--- config.mk ---
export PLATFORM = sky130hd
export DESIGN_NAME = first_fit_wait_queue_top
export DESIGN_NICKNAME = d
export VERILOG_FILES = /design/src/sv/ffwq_pkg.sv /design/src/sv/ffwq_ram.sv /design/src/sv/ffwq_match.sv /design/src/sv/first_fit_wait_queue_top.sv
export SDC_FILE = /design/constraint.sdc
export NUM_CORES = 1
export LEC_CHECK = 0
export CAP_MARGIN = 10
export CORE_ASPECT_RATIO = 2
export CORE_MARGIN = 3
export CORE_UTILIZATION = 50
export DETAILED_ROUTE_END_ITERATION = 6
export DONT_BUFFER_PORTS = 1
export PLACE_DENSITY = 0.76
export SLEW_MARGIN = 20
export SYNTH_ARGS = -nofsm -noshare
export SYNTH_HDL_FRONTEND = slang
export SYNTH_SLANG_ARGS = --single-unit
--- constraint.sdc ---
create_clock -name i_clk -period 8.1 [get_ports i_clk]
set_input_delay 0.81 -clock i_clk [delete_from_list [all_inputs] [get_ports i_clk]]
set_output_delay 0.81 -clock i_clk [all_outputs]
set_load 0.01 [all_outputs]
--- src/sv/ffwq_pkg.sv ---
package ffwq_pkg;

    localparam int KEY_W  = 64;
    localparam int SIZE_W = 8;

    typedef enum logic [1:0] {
        ACT_INSERT = 2'd0,
        ACT_REMOVE = 2'd1,
        ACT_SHOW   = 2'd2,
        ACT_LIST   = 2'd3
    } t_action;

    typedef enum logic [2:0] {
        ST_DONE   = 3'd0,
        ST_LISTED = 3'd1,
        ST_FULL   = 3'd2,
        ST_DUP    = 3'd3,
        ST_NOFIT  = 3'd4,
        ST_EMPTY  = 3'd5
    } t_status;

    typedef enum logic [1:0] {
        S_IDLE,
        S_SCAN,
        S_SHIFT
    } t_state;

    typedef struct packed {
        t_action             action;
        logic [KEY_W-1:0]    entry_key;
        logic [SIZE_W-1:0]   entry_size;
        logic [SIZE_W-1:0]   size_limit;
    } t_in_item;

    typedef struct packed {
        t_status             status;
        logic [KEY_W-1:0]    out_key;
        logic [SIZE_W-1:0]   out_size;
        logic                last;
    } t_out_item;

    typedef struct packed {
        logic [KEY_W-1:0]    key;
        logic [SIZE_W-1:0]   size;
    } t_entry;

    typedef struct packed {
        logic key_eq;
        logic take;
    } t_match;

endpackage

--- src/sv/ffwq_ram.sv ---
module ffwq_ram #(
    parameter int WIDTH = 72,
    parameter int DEPTH = 16
) (
    input  logic                     i_clk,
    input  logic                     i_we,
    input  logic [$clog2(DEPTH)-1:0] i_waddr,
    input  logic [WIDTH-1:0]         i_wdata,
    input  logic [$clog2(DEPTH)-1:0] i_raddr,
    output logic [WIDTH-1:0]         o_rdata
);

    logic [WIDTH-1:0] r_mem [DEPTH];
    logic [WIDTH-1:0] r_rdata;

    always_ff @(posedge i_clk) begin
        if (i_we) begin
            r_mem[i_waddr] <= i_wdata;
        end
        r_rdata <= r_mem[i_raddr];
    end

    assign o_rdata = r_rdata;

endmodule

--- src/sv/ffwq_match.sv ---
module ffwq_match (
    input  ffwq_pkg::t_in_item i_cmd,
    input  ffwq_pkg::t_entry   i_entry,
    output ffwq_pkg::t_match   o_match
);
    import ffwq_pkg::*;

    always_comb begin
        o_match.key_eq = (i_entry.key == i_cmd.entry_key);
        o_match.take   = (i_cmd.action == ACT_LIST) || (i_entry.size <= i_cmd.size_limit);
    end

endmodule

--- src/sv/first_fit_wait_queue_top.sv ---
// First-fit wait queue of keyed entries (64-bit key, 8-bit size).
// Command channel: i_cmd is taken at a rising edge with start high and busy
// low. busy stays high until the command's final result has been issued.
// Result channel: each result sits on o_result for one cycle with o_strobe
// high; the receiver cannot stall it, so it must take every strobe.
// o_result.last marks the final result of a command.
// Insert: scans the n valid entries for a duplicate key, one entry a cycle
// through the entry RAM read port, then appends. A full queue answers in
// the cycle after the transfer without going busy.
// Remove: scans to the oldest fitting entry at position p, then closes the
// gap one entry a cycle.
// Show and list: one scan of n entries, one result per emitted entry; each
// entry is held back in a register so that the final one can carry last.
// The entry RAM port, one read and one write a cycle, paces these scans.
// A synchronous reset empties the queue; RAM contents are left as they are.
module first_fit_wait_queue_top #(
    parameter int QUEUE_DEPTH = 16
) (
    input  logic                i_clk,
    input  logic                i_rst_n,
    input  logic                start,
    output logic                busy,
    input  ffwq_pkg::t_in_item  i_cmd,
    output logic                o_strobe,
    output ffwq_pkg::t_out_item o_result
);
    import ffwq_pkg::*;

    localparam int AW = $clog2(QUEUE_DEPTH);
    localparam int CW = $clog2(QUEUE_DEPTH + 1);
    localparam int EW = KEY_W + SIZE_W;

    t_state           r_state, n_state;
    t_in_item         r_cmd, n_cmd;
    logic [CW-1:0]    r_occ, n_occ;
    logic [CW-1:0]    r_rd_idx, n_rd_idx;
    logic             r_dv, n_dv;
    logic [AW-1:0]    r_dv_idx, n_dv_idx;
    t_entry           r_pend, n_pend;
    logic             r_pend_v, n_pend_v;
    t_out_item        r_out, n_out;
    logic             r_strobe, n_strobe;

    logic             we;
    logic [AW-1:0]    waddr;
    t_entry           wdata;
    t_entry           rdata;
    t_match           hit;
    logic             rd_more;
    logic             sweep_done;
    logic             full;

    function automatic t_out_item mk_out(t_status st, t_entry e, logic lst);
        t_out_item o;
        o.status   = st;
        o.out_key  = e.key;
        o.out_size = e.size;
        o.last     = lst;
        return o;
    endfunction

    ffwq_ram #(
        .WIDTH (EW),
        .DEPTH (QUEUE_DEPTH)
    ) u_ram (
        .i_clk   (i_clk),
        .i_we    (we),
        .i_waddr (waddr),
        .i_wdata (wdata),
        .i_raddr (r_rd_idx[AW-1:0]),
        .o_rdata (rdata)
    );

    ffwq_match u_match (
        .i_cmd   (r_cmd),
        .i_entry (rdata),
        .o_match (hit)
    );

    assign rd_more    = (r_rd_idx < r_occ);
    assign sweep_done = !rd_more && !r_dv;
    assign full       = (r_occ == CW'(QUEUE_DEPTH));

    always_comb begin
        n_state = r_state;
        unique case (r_state)
            S_IDLE: begin
                if (start && !(i_cmd.action == ACT_INSERT && full)) begin
                    n_state = S_SCAN;
                end
            end
            S_SCAN: begin
                if (r_dv) begin
                    if (r_cmd.action == ACT_INSERT && hit.key_eq) begin
                        n_state = S_IDLE;
                    end else if (r_cmd.action == ACT_REMOVE && hit.take) begin
                        n_state = S_SHIFT;
                    end
                end else if (sweep_done) begin
                    n_state = S_IDLE;
                end
            end
            S_SHIFT: begin
                if (sweep_done) begin
                    n_state = S_IDLE;
                end
            end
            default: n_state = S_IDLE;
        endcase
    end

    always_comb begin
        n_cmd    = r_cmd;
        n_occ    = r_occ;
        n_rd_idx = r_rd_idx;
        n_dv     = 1'b0;
        n_dv_idx = r_dv_idx;
        n_pend   = r_pend;
        n_pend_v = r_pend_v;
        n_out    = '0;
        n_strobe = 1'b0;
        we       = 1'b0;
        waddr    = r_dv_idx - AW'(1);
        wdata    = rdata;
        unique case (r_state)
            S_IDLE: begin
                if (start) begin
                    n_cmd    = i_cmd;
                    n_rd_idx = '0;
                    n_pend_v = 1'b0;
                    if (i_cmd.action == ACT_INSERT && full) begin
                        n_strobe = 1'b1;
                        n_out    = mk_out(ST_FULL, '0, 1'b1);
                    end
                end
            end
            S_SCAN: begin
                if (rd_more) begin
                    n_rd_idx = r_rd_idx + CW'(1);
                    n_dv     = 1'b1;
                    n_dv_idx = r_rd_idx[AW-1:0];
                end
                if (r_dv) begin
                    unique case (r_cmd.action) inside
                        ACT_INSERT: begin
                            if (hit.key_eq) begin
                                n_strobe = 1'b1;
                                n_out    = mk_out(ST_DUP, '0, 1'b1);
                            end
                        end
                        ACT_REMOVE: begin
                            if (hit.take) begin
                                n_rd_idx = CW'(r_dv_idx) + CW'(1);
                                n_dv     = 1'b0;
                            end
                        end
                        ACT_SHOW, ACT_LIST: begin
                            if (hit.take) begin
                                if (r_pend_v) begin
                                    n_strobe = 1'b1;
                                    n_out    = mk_out(ST_LISTED, r_pend, 1'b0);
                                end
                                n_pend   = rdata;
                                n_pend_v = 1'b1;
                            end
                        end
                        default: ;
                    endcase
                end else if (sweep_done) begin
                    n_strobe = 1'b1;
                    unique case (r_cmd.action) inside
                        ACT_INSERT: begin
                            we         = 1'b1;
                            waddr      = r_occ[AW-1:0];
                            wdata.key  = r_cmd.entry_key;
                            wdata.size = r_cmd.entry_size;
                            n_occ      = r_occ + CW'(1);
                            n_out      = mk_out(ST_DONE, '0, 1'b1);
                        end
                        ACT_REMOVE: begin
                            n_out = mk_out(ST_NOFIT, '0, 1'b1);
                        end
                        ACT_SHOW, ACT_LIST: begin
                            if (r_pend_v) begin
                                n_out = mk_out(ST_LISTED, r_pend, 1'b1);
                            end else begin
                                n_out = mk_out(ST_EMPTY, '0, 1'b1);
                            end
                        end
                        default: ;
                    endcase
                end
            end
            S_SHIFT: begin
                if (rd_more) begin
                    n_rd_idx = r_rd_idx + CW'(1);
                    n_dv     = 1'b1;
                    n_dv_idx = r_rd_idx[AW-1:0];
                end
                if (r_dv) begin
                    we = 1'b1;
                end
                if (sweep_done) begin
                    n_occ    = r_occ - CW'(1);
                    n_strobe = 1'b1;
                    n_out    = mk_out(ST_DONE, '0, 1'b1);
                end
            end
            default: ;
        endcase
    end

    always_ff @(posedge i_clk) begin
        if (!i_rst_n) begin
            r_state  <= S_IDLE;
            r_occ    <= '0;
            r_dv     <= 1'b0;
            r_pend_v <= 1'b0;
            r_strobe <= 1'b0;
        end else begin
            r_state  <= n_state;
            r_occ    <= n_occ;
            r_dv     <= n_dv;
            r_pend_v <= n_pend_v;
            r_strobe <= n_strobe;
        end
        r_cmd    <= n_cmd;
        r_rd_idx <= n_rd_idx;
        r_dv_idx <= n_dv_idx;
        r_pend   <= n_pend;
        r_out    <= n_out;
    end

    assign busy     = (r_state != S_IDLE);
    assign o_strobe = r_strobe;
    assign o_result = r_out;

`ifndef ASSERT_OFF
    a_end_has_result: assert property (@(posedge i_clk) disable iff (!i_rst_n)
        ($fell(busy) && $past(i_rst_n)) |-> o_strobe)
        else $error("command ended without a final result");

    a_occ_bound: assert property (@(posedge i_clk) disable iff (!i_rst_n)
        r_occ <= CW'(QUEUE_DEPTH))
        else $error("occupancy above queue depth");

    a_mid_listed: assert property (@(posedge i_clk) disable iff (!i_rst_n)
        (o_strobe && !o_result.last) |-> (o_result.status == ST_LISTED))
        else $error("non-final result that is not a listed entry");

    a_full_reply: assert property (@(posedge i_clk) disable iff (!i_rst_n)
        (start && !busy && i_cmd.action == ACT_INSERT && full)
        |=> (o_strobe && o_result.status == ST_FULL && !busy))
        else $error("insert into full queue not refused at once");
`endif

endmodule
==> results of run 1 <==
## final timing paths
| kind | end | startpoint | slack, ns |
|---|---|---|---|
| worst max-delay path | u_ram.r_mem[6][59]$_DFFE_PP_ | r_rd_idx[1]$_DFFE_PP_ | 3.01 |
| worst min-delay path | r_cmd[52]$_DFFE_PP_ | i_cmd[52] | 0.17 |
| worst max register to register | u_ram.r_mem[6][59]$_DFFE_PP_ | r_rd_idx[1]$_DFFE_PP_ | 3.01 |
| worst min register to register | o_result[58]$_DFF_P_ | r_pend[57]$_DFFE_PP_ | 0.44 |
## per-stage QoR
step                      util (%)  std cells  area (um^2)  worst slack (ns)  total power [W]
after CTS                    56.28       3963        60690             2.973          0.01704
after global placement       52.33       3733        56440             3.128          0.01090
final                        56.36       3972        60780             3.012          0.01695
after detailed placement     52.41       3736        56520             3.029          0.01099
after floorplan                  -       2410        54570             2.583          0.01030
after global routing         56.35       3969        60770             2.756          0.01745
## state kept, by name (all words and copies together), names as in the netlist
| signal | cells |
|---|---|
| u_ram.r_mem | 1152 |
| r_cmd | 82 |
| o_result | 76 |
| r_pend | 72 |
| u_ram.o_rdata | 72 |
| r_occ | 5 |
| r_rd_idx | 5 |
| r_dv_idx | 4 |
| r_state | 2 |
| o_strobe | 1 |
| r_dv | 1 |
| r_pend_v | 1 |
## power groups by stage
stage	Clock [W]	Combinational (W)	Sequential (W)
after floorplan	0	0.00118	0.00912
after global placement	0	0.00167	0.00923
after detailed placement	0	0.00175	0.00924
after CTS	0.00620	0.00177	0.00907
after global routing	0.00647	0.00190	0.00909
final	0.00610	0.00177	0.00907
## critical path, stage by stage, from the launching register on
cell	delay, ns
edfxtp_1	0.33
buf_4	0.73
ha_1	0.36
o211ai_1	0.15
o211a_1	0.27
or3_4	0.46
o21ai_1	0.36
nand2b_1	0.35
nor2_4	0.81
buf_4	0.82
## layer usage
metal,wire length (um),vias to the layer above
li1,-,10100
met3,10910,253
met5,13,-
met2,63410,1458
met4,5229,2
met1,44730,13050
## placed cells by master (no fill, tap or decap), drive strengths merged, types with 4 or more instances in the layout
cell      instances
clkbuf          152
nor2             33
dfxtp           158
mux4            360
o2bb2ai           4
edfxtp         1315
ha               22
diode             4
bufinv           14
mux2             62
nor3              6
inv              51
xor2             12
nand3             4
nand4            18
buf              54
mux2i             5
a21oi            17
xnor2            46
nand2b            5
nand2            36
and2             75
nor4              8
clkinv           39
clkinvlp         16
o211ai            5
nor2b             9
o22ai            12
o21ai            27
## cells in the mapped netlist, types with 2 or more instances
cell type	instances
dfxtp_1	158
nor2b_1	8
a22o_1	2
o21ai_1	3
o21a_1	2
nand2_1	36
nor4_1	8
buf_2	39
o21ai_0	23
edfxtp_1	1315
buf_1	2
clkbuf_1	60
nor3_1	4
xor2_1	12
mux4_2	360
mux2i_1	5
ha_1	22
o22ai_1	12
o2bb2ai_1	4
o211ai_1	5
and2_1	75
nand2b_1	5
nand3_1	4
mux2_2	62
a21o_1	2
a21oi_1	17
inv_1	43
nand4_1	17
a221oi_1	2
o211a_1	2
nor2_1	33
xnor2_1	46
## kinds of logic (layout without fill, tap and decap cells)
logic type	count (synthesis)	in the layout	share of synthesized area, %
flops	1473	1473	78.16
xor+xnor	58	58	0.9309
mux	427	427	16.23
other cells	0	4	0
fa+ha+maj	23	23	0.5411
compound gates	85	85	1.027
simple gates	200	200	2.029
buf+inv	144	326	1.080
## area by class of cell
type	instances	area (um^2)	share of cell area [%]
flip-flops and latches	1473	42650	70.17
multi-input cells	793	11470	18.86
clock buffers	150	3308	5.443
well taps	1376	1722	2.833
clock inverters	77	859.6	1.414
repair buffers	56	599.3	0.9861
inverters	43	163.9	0.2697
diodes	4	10.01	0.01647
==> run metrics, run 1 <==
min Tclk post-route 5.088 ns; CP Data Arrival Time 5.43 ns; row count 170; Net Sw Frac roughly a quarter; Setup crit end kind flip-flop; Post-CTS Hold Fix Bufs 0; Synth top area share ~72%; Buffers on Ports 0; status complete, but fails checks; # clock sinks between 1000 and 1500; clock latency on the worst-skew pair 0.73 ns; CP Launch Type flip-flop; register area share after synthesis slightly below 80%; final setup vio count 0; M2 GR Usage 37.27%; first-pass GRT wire length ~180 mm; Mapped Area around 55000 um^2; Setup Fix Bufs, Post-CTS 0; Worst Clk Skew roughly 0.026 ns; YS warnings 0; Final #Nets 2594; Final Hold Fails 0; hold path depth 0; dominant synthesized flop cell edfxtp_1; final slew viol count 0; Root Driver clkbuf_16; vias in the first global route 25890; global route overflow 0; combinational power share between 10% and 20%; final antenna-violating net count 0; clk slew on worst S/H paths 0.07 ns; Max clock buf depth 3; P per Cell Area between 200 and 300 nW/um^2; Psw roughly 0.0040 W; Tot GR Track Use between 20% and 30%; core area 107800 um^2; DRC Markers 2; Num CTS Buffers approximately 120; Syn Nets around 2500; Setup TNS 0 ns; WL/cell 31.29 um; cell taking the most area after synthesis edfxtp_1; Yosys cell types 54; number of flops mapped to enable cells by yosys between 1000 and 1500; H-tree levels 3; share of layout cells above drive strength 1 about 27%; Die H roughly 470 um; max frequency a little under 200 MHz; peak supply drop 0.2074 mV; top post-synthesis cells by area edfxtp_1 (72%), mux4_2 (15%), dfxtp_1 (5.8%), mux2_2 (1.3%), and2_1 (0.86%); met3 GRT Util 4.366%; Starting Density between 50% and 60%; unrepaired setup endpoints after global routing no; dpl hpwl between 70 and 80 mm; critical path type flip-flop to flip-flop; Max Cap Viol 0; Hold Slack 0.1736 ns; Worst Path Required 8.44 ns; Iter 0 DRT Violations between 3000 and 4000; TritonRoute pass-1 iters 7; Clk network pwr share between 30% and 40%; crit-path max FO 69; met1 Usage GRT 28.69%; P_leak 19.00 nW; Max-slew headroom 11.41%; failing checks DRC; Mapped Avg Cell Area 22.64 um^2; # IOs approximately 160; fin crit share 62.82%; via count about 25000; number of fill cells about 7400; largest net degree at the start of global routing ~170; vias per inst roughly 6.3; initial antenna violation count 6; FF-to-FF path depth 9; total wire length roughly 120 mm; Async SR Flop Fraction 0%; min-delay worst type primary input to flip-flop; Worst Tran Pin Value 1.329 ns; Syn Inst Count approximately 2400; Synth Register Bits around 1500; Area Overhead vs Synth 11.38%; post-CTS sizing 0; CTS tree built; busiest metal layer after global routing met2; Pint 0.01291 W; routability cong. around 0.85; Die W approximately 240 um; sequential share of power 53.5%; die area around 110000 um^2
Power figures use the tool's default switching activity.
==> inputs of run 2 (changes only) <==
Clock period 8.1 ns to 5 ns, I/O delays scaled along.
==> run 2 against run 1 <==
The flow now finishes without violations. Die area unchanged. Clock power up 61%. Count of clock-buffer cells in the layout up 8. Core utilization up 0.87 points. Clock skew up 0.0058 ns. Critical path depth unchanged. Global-route usage up 0.14 points. Largest power group unchanged. Total power up 61%. Via count up 1.1%. Sequential cell count unchanged. Sequential share of layout area down 1.1 points. Sequential power up 62%.
==> run metrics, run 2 (synthesized netlist as in run 1, its figures left out) <==
status finished, final reports clean; Max Cap Viol 0; Slowest-stage cell, CP nor2_4; Final #Nets approximately 2700; fin area 61720 um^2; total wire length approximately 120 mm; Tot GR Track Use 22.36%; # IOs roughly 160; number of fill cells 7375; TritonRoute pass-1 iters 6; Crit path max-delay family simple AND/OR/NAND/NOR gates; setup ws final 1.301 ns; cell breakdown of the critical path inv_1 -> ha_1 -> o211ai_1 -> o211a_1 -> or3_4 -> o21ai_0 -> o211ai_1 -> nor2_4 -> buf_12; final slew viol count 0; Largest stage delay, worst path about 0.72 ns; global route overflow 0; # clock sinks between 1000 and 1500; Final Hold Fails 0; DRC Markers 0; H-tree levels 3; P_leak 19.40 nW; Area Overhead vs Synth 13.11%; Die W 239.6 um; post-CTS sizing 0; most common cell after layout, fill and taps aside edfxtp_1; min-delay worst type primary input to flip-flop; multi-input logic area roughly 11000 um^2; Worst Tran Pin Value ~1.1 ns; CTS tree built; clock latency on the worst-skew pair between 0.7 and 0.8 ns; fin crit share 73.97%; final antenna-violating net count 0; largest net degree at the start of global routing roughly 190; Place WS between 1 and 1.5 ns; routability cong. between 0.8 and 0.9; CP Data Arrival Time roughly 4.1 ns; Seq. cell area around 43000 um^2; largest reg by FF count u_ram.r_mem; Num CTS Buffers 118; min Tclk post-route ~3.7 ns; vias in the first global route between 20000 and 30000; via count about 25000; peak supply drop 0.2985 mV; most used cell along the critical path o211ai_1; Worst Clk Skew 0.03142 ns; Max clock buf depth 3; Post-CTS Hold Fix Bufs between 80 and 90; commonest cells after routing, fill and taps aside edfxtp_1 (1315), mux4_2 (360), dfxtp_1 (158), clkbuf_16 (119), dlygate4sd3_1 (83); WP buf/inv 2; unrepaired setup endpoints after global routing no; critical path type flip-flop to flip-flop; CP Launch Type flip-flop; initial antenna violation count 5; first-pass GRT wire length around 180 mm; Iter 0 DRT Violations 3293; dpl hpwl about 68 mm; Placed Area 56710 um^2; crit-path max FO 22; row count 170; Die H between 400 and 500 um; core area 107800 um^2; die area approximately 110000 um^2; Buffers on Ports 0; Setup crit end kind flip-flop; vias per inst 6.204; Worst Path Required ~5.4 ns; P per Cell Area 442.5 nW/um^2; Starting Density approximately 50%; Setup Fix Bufs, Post-CTS 0; final setup vio count 0; share of layout cells above drive strength 1 about a quarter; Max-slew headroom 29.75%; Largest register FFs roughly 1200; clk slew on worst S/H paths ~0.08 ns; max frequency 270.4 MHz; WL/cell slightly above 30 um; Root Driver clkbuf_16
run 2: cell count changes in the layout (fill, tap and decap cells not counted), moves of 8 or more:
cell           delta
buf_4            -13
dlygate4sd3_1    +83
buf_12           +18
clkinvlp_4       -11
clkinv_4          -8
clkbuf_1         +15
run 2: metrics by stage:
step | hold WS [ns] | total power [W] | std cells | util (%) | TNS (ns)
floorplan | 0.4203 | 0.01669 | 2410 | - | -352.52
global placement | 0.4226 | 0.01756 | 3738 | 52.59 | 0
detailed placement | 0.4263 | 0.01771 | 3738 | 52.59 | 0
finish | 0.1215 | 0.02731 | 4050 | 57.23 | 0
global route | 0.09108 | 0.02816 | 4049 | 57.23 | 0
CTS | 0.02419 | 0.02751 | 4044 | 57.14 | 0
run 2: cell type report:
class / instances / share of cell area, %
flip-flops and latches: 1473 / 69.10
multi-input cells: 793 / 18.59
clock buffers: 158 / 5.240
well taps: 1376 / 2.789
repair buffers: 140 / 2.623
clock inverters: 65 / 1.379
inverters: 43 / 0.2656
diodes: 2 / 0.008109
run 2: worst reg2reg max path, stage by stage, from the launching register on:
cell and delay [ns]:
dfxtp_1 0.39, inv_1 0.12, ha_1 0.32, o211ai_1 0.11, o211a_1 0.27, or3_4 0.46
o21ai_0 0.24, o211ai_1 0.40, nor2_4 0.73, buf_12 0.31
run 2: where the power goes:
part	switching [W]	total, W	internal (W)
Clock	0.00434	0.00980	0.00546
Sequential	0.000315	0.0147	0.0144
Combinational	0.00172	0.00283	0.00110
Total	0.00637	0.0273	0.0209
run 2: layer usage:
layer | vias to the layer above | part of all wire (%) | GRT usage [%]
met2 | 1349 | 50 | 36.80
met4 | 2 | 4.6 | 9.768
met1 | 13210 | 37 | 29.33
met3 | 297 | 8.1 | 4.214
li1 | 10270 | - | -
met5 | - | 0.010 | 0
run 2: final timing paths:
kind                             endpoint                  start  slack, ns  cells after the start
max reg2reg  u_ram.r_mem[4][69]$_DFFE_PP_  r_occ[1]$_SDFFE_PN0P_       1.30                      9
min reg2reg          o_result[17]$_DFF_P_   r_pend[16]$_DFFE_PP_       0.43                      1
min               r_state[0]$_SDFFE_PN0P_                i_rst_n       0.12                      3
max          u_ram.r_mem[4][69]$_DFFE_PP_  r_occ[1]$_SDFFE_PN0P_       1.30                      9
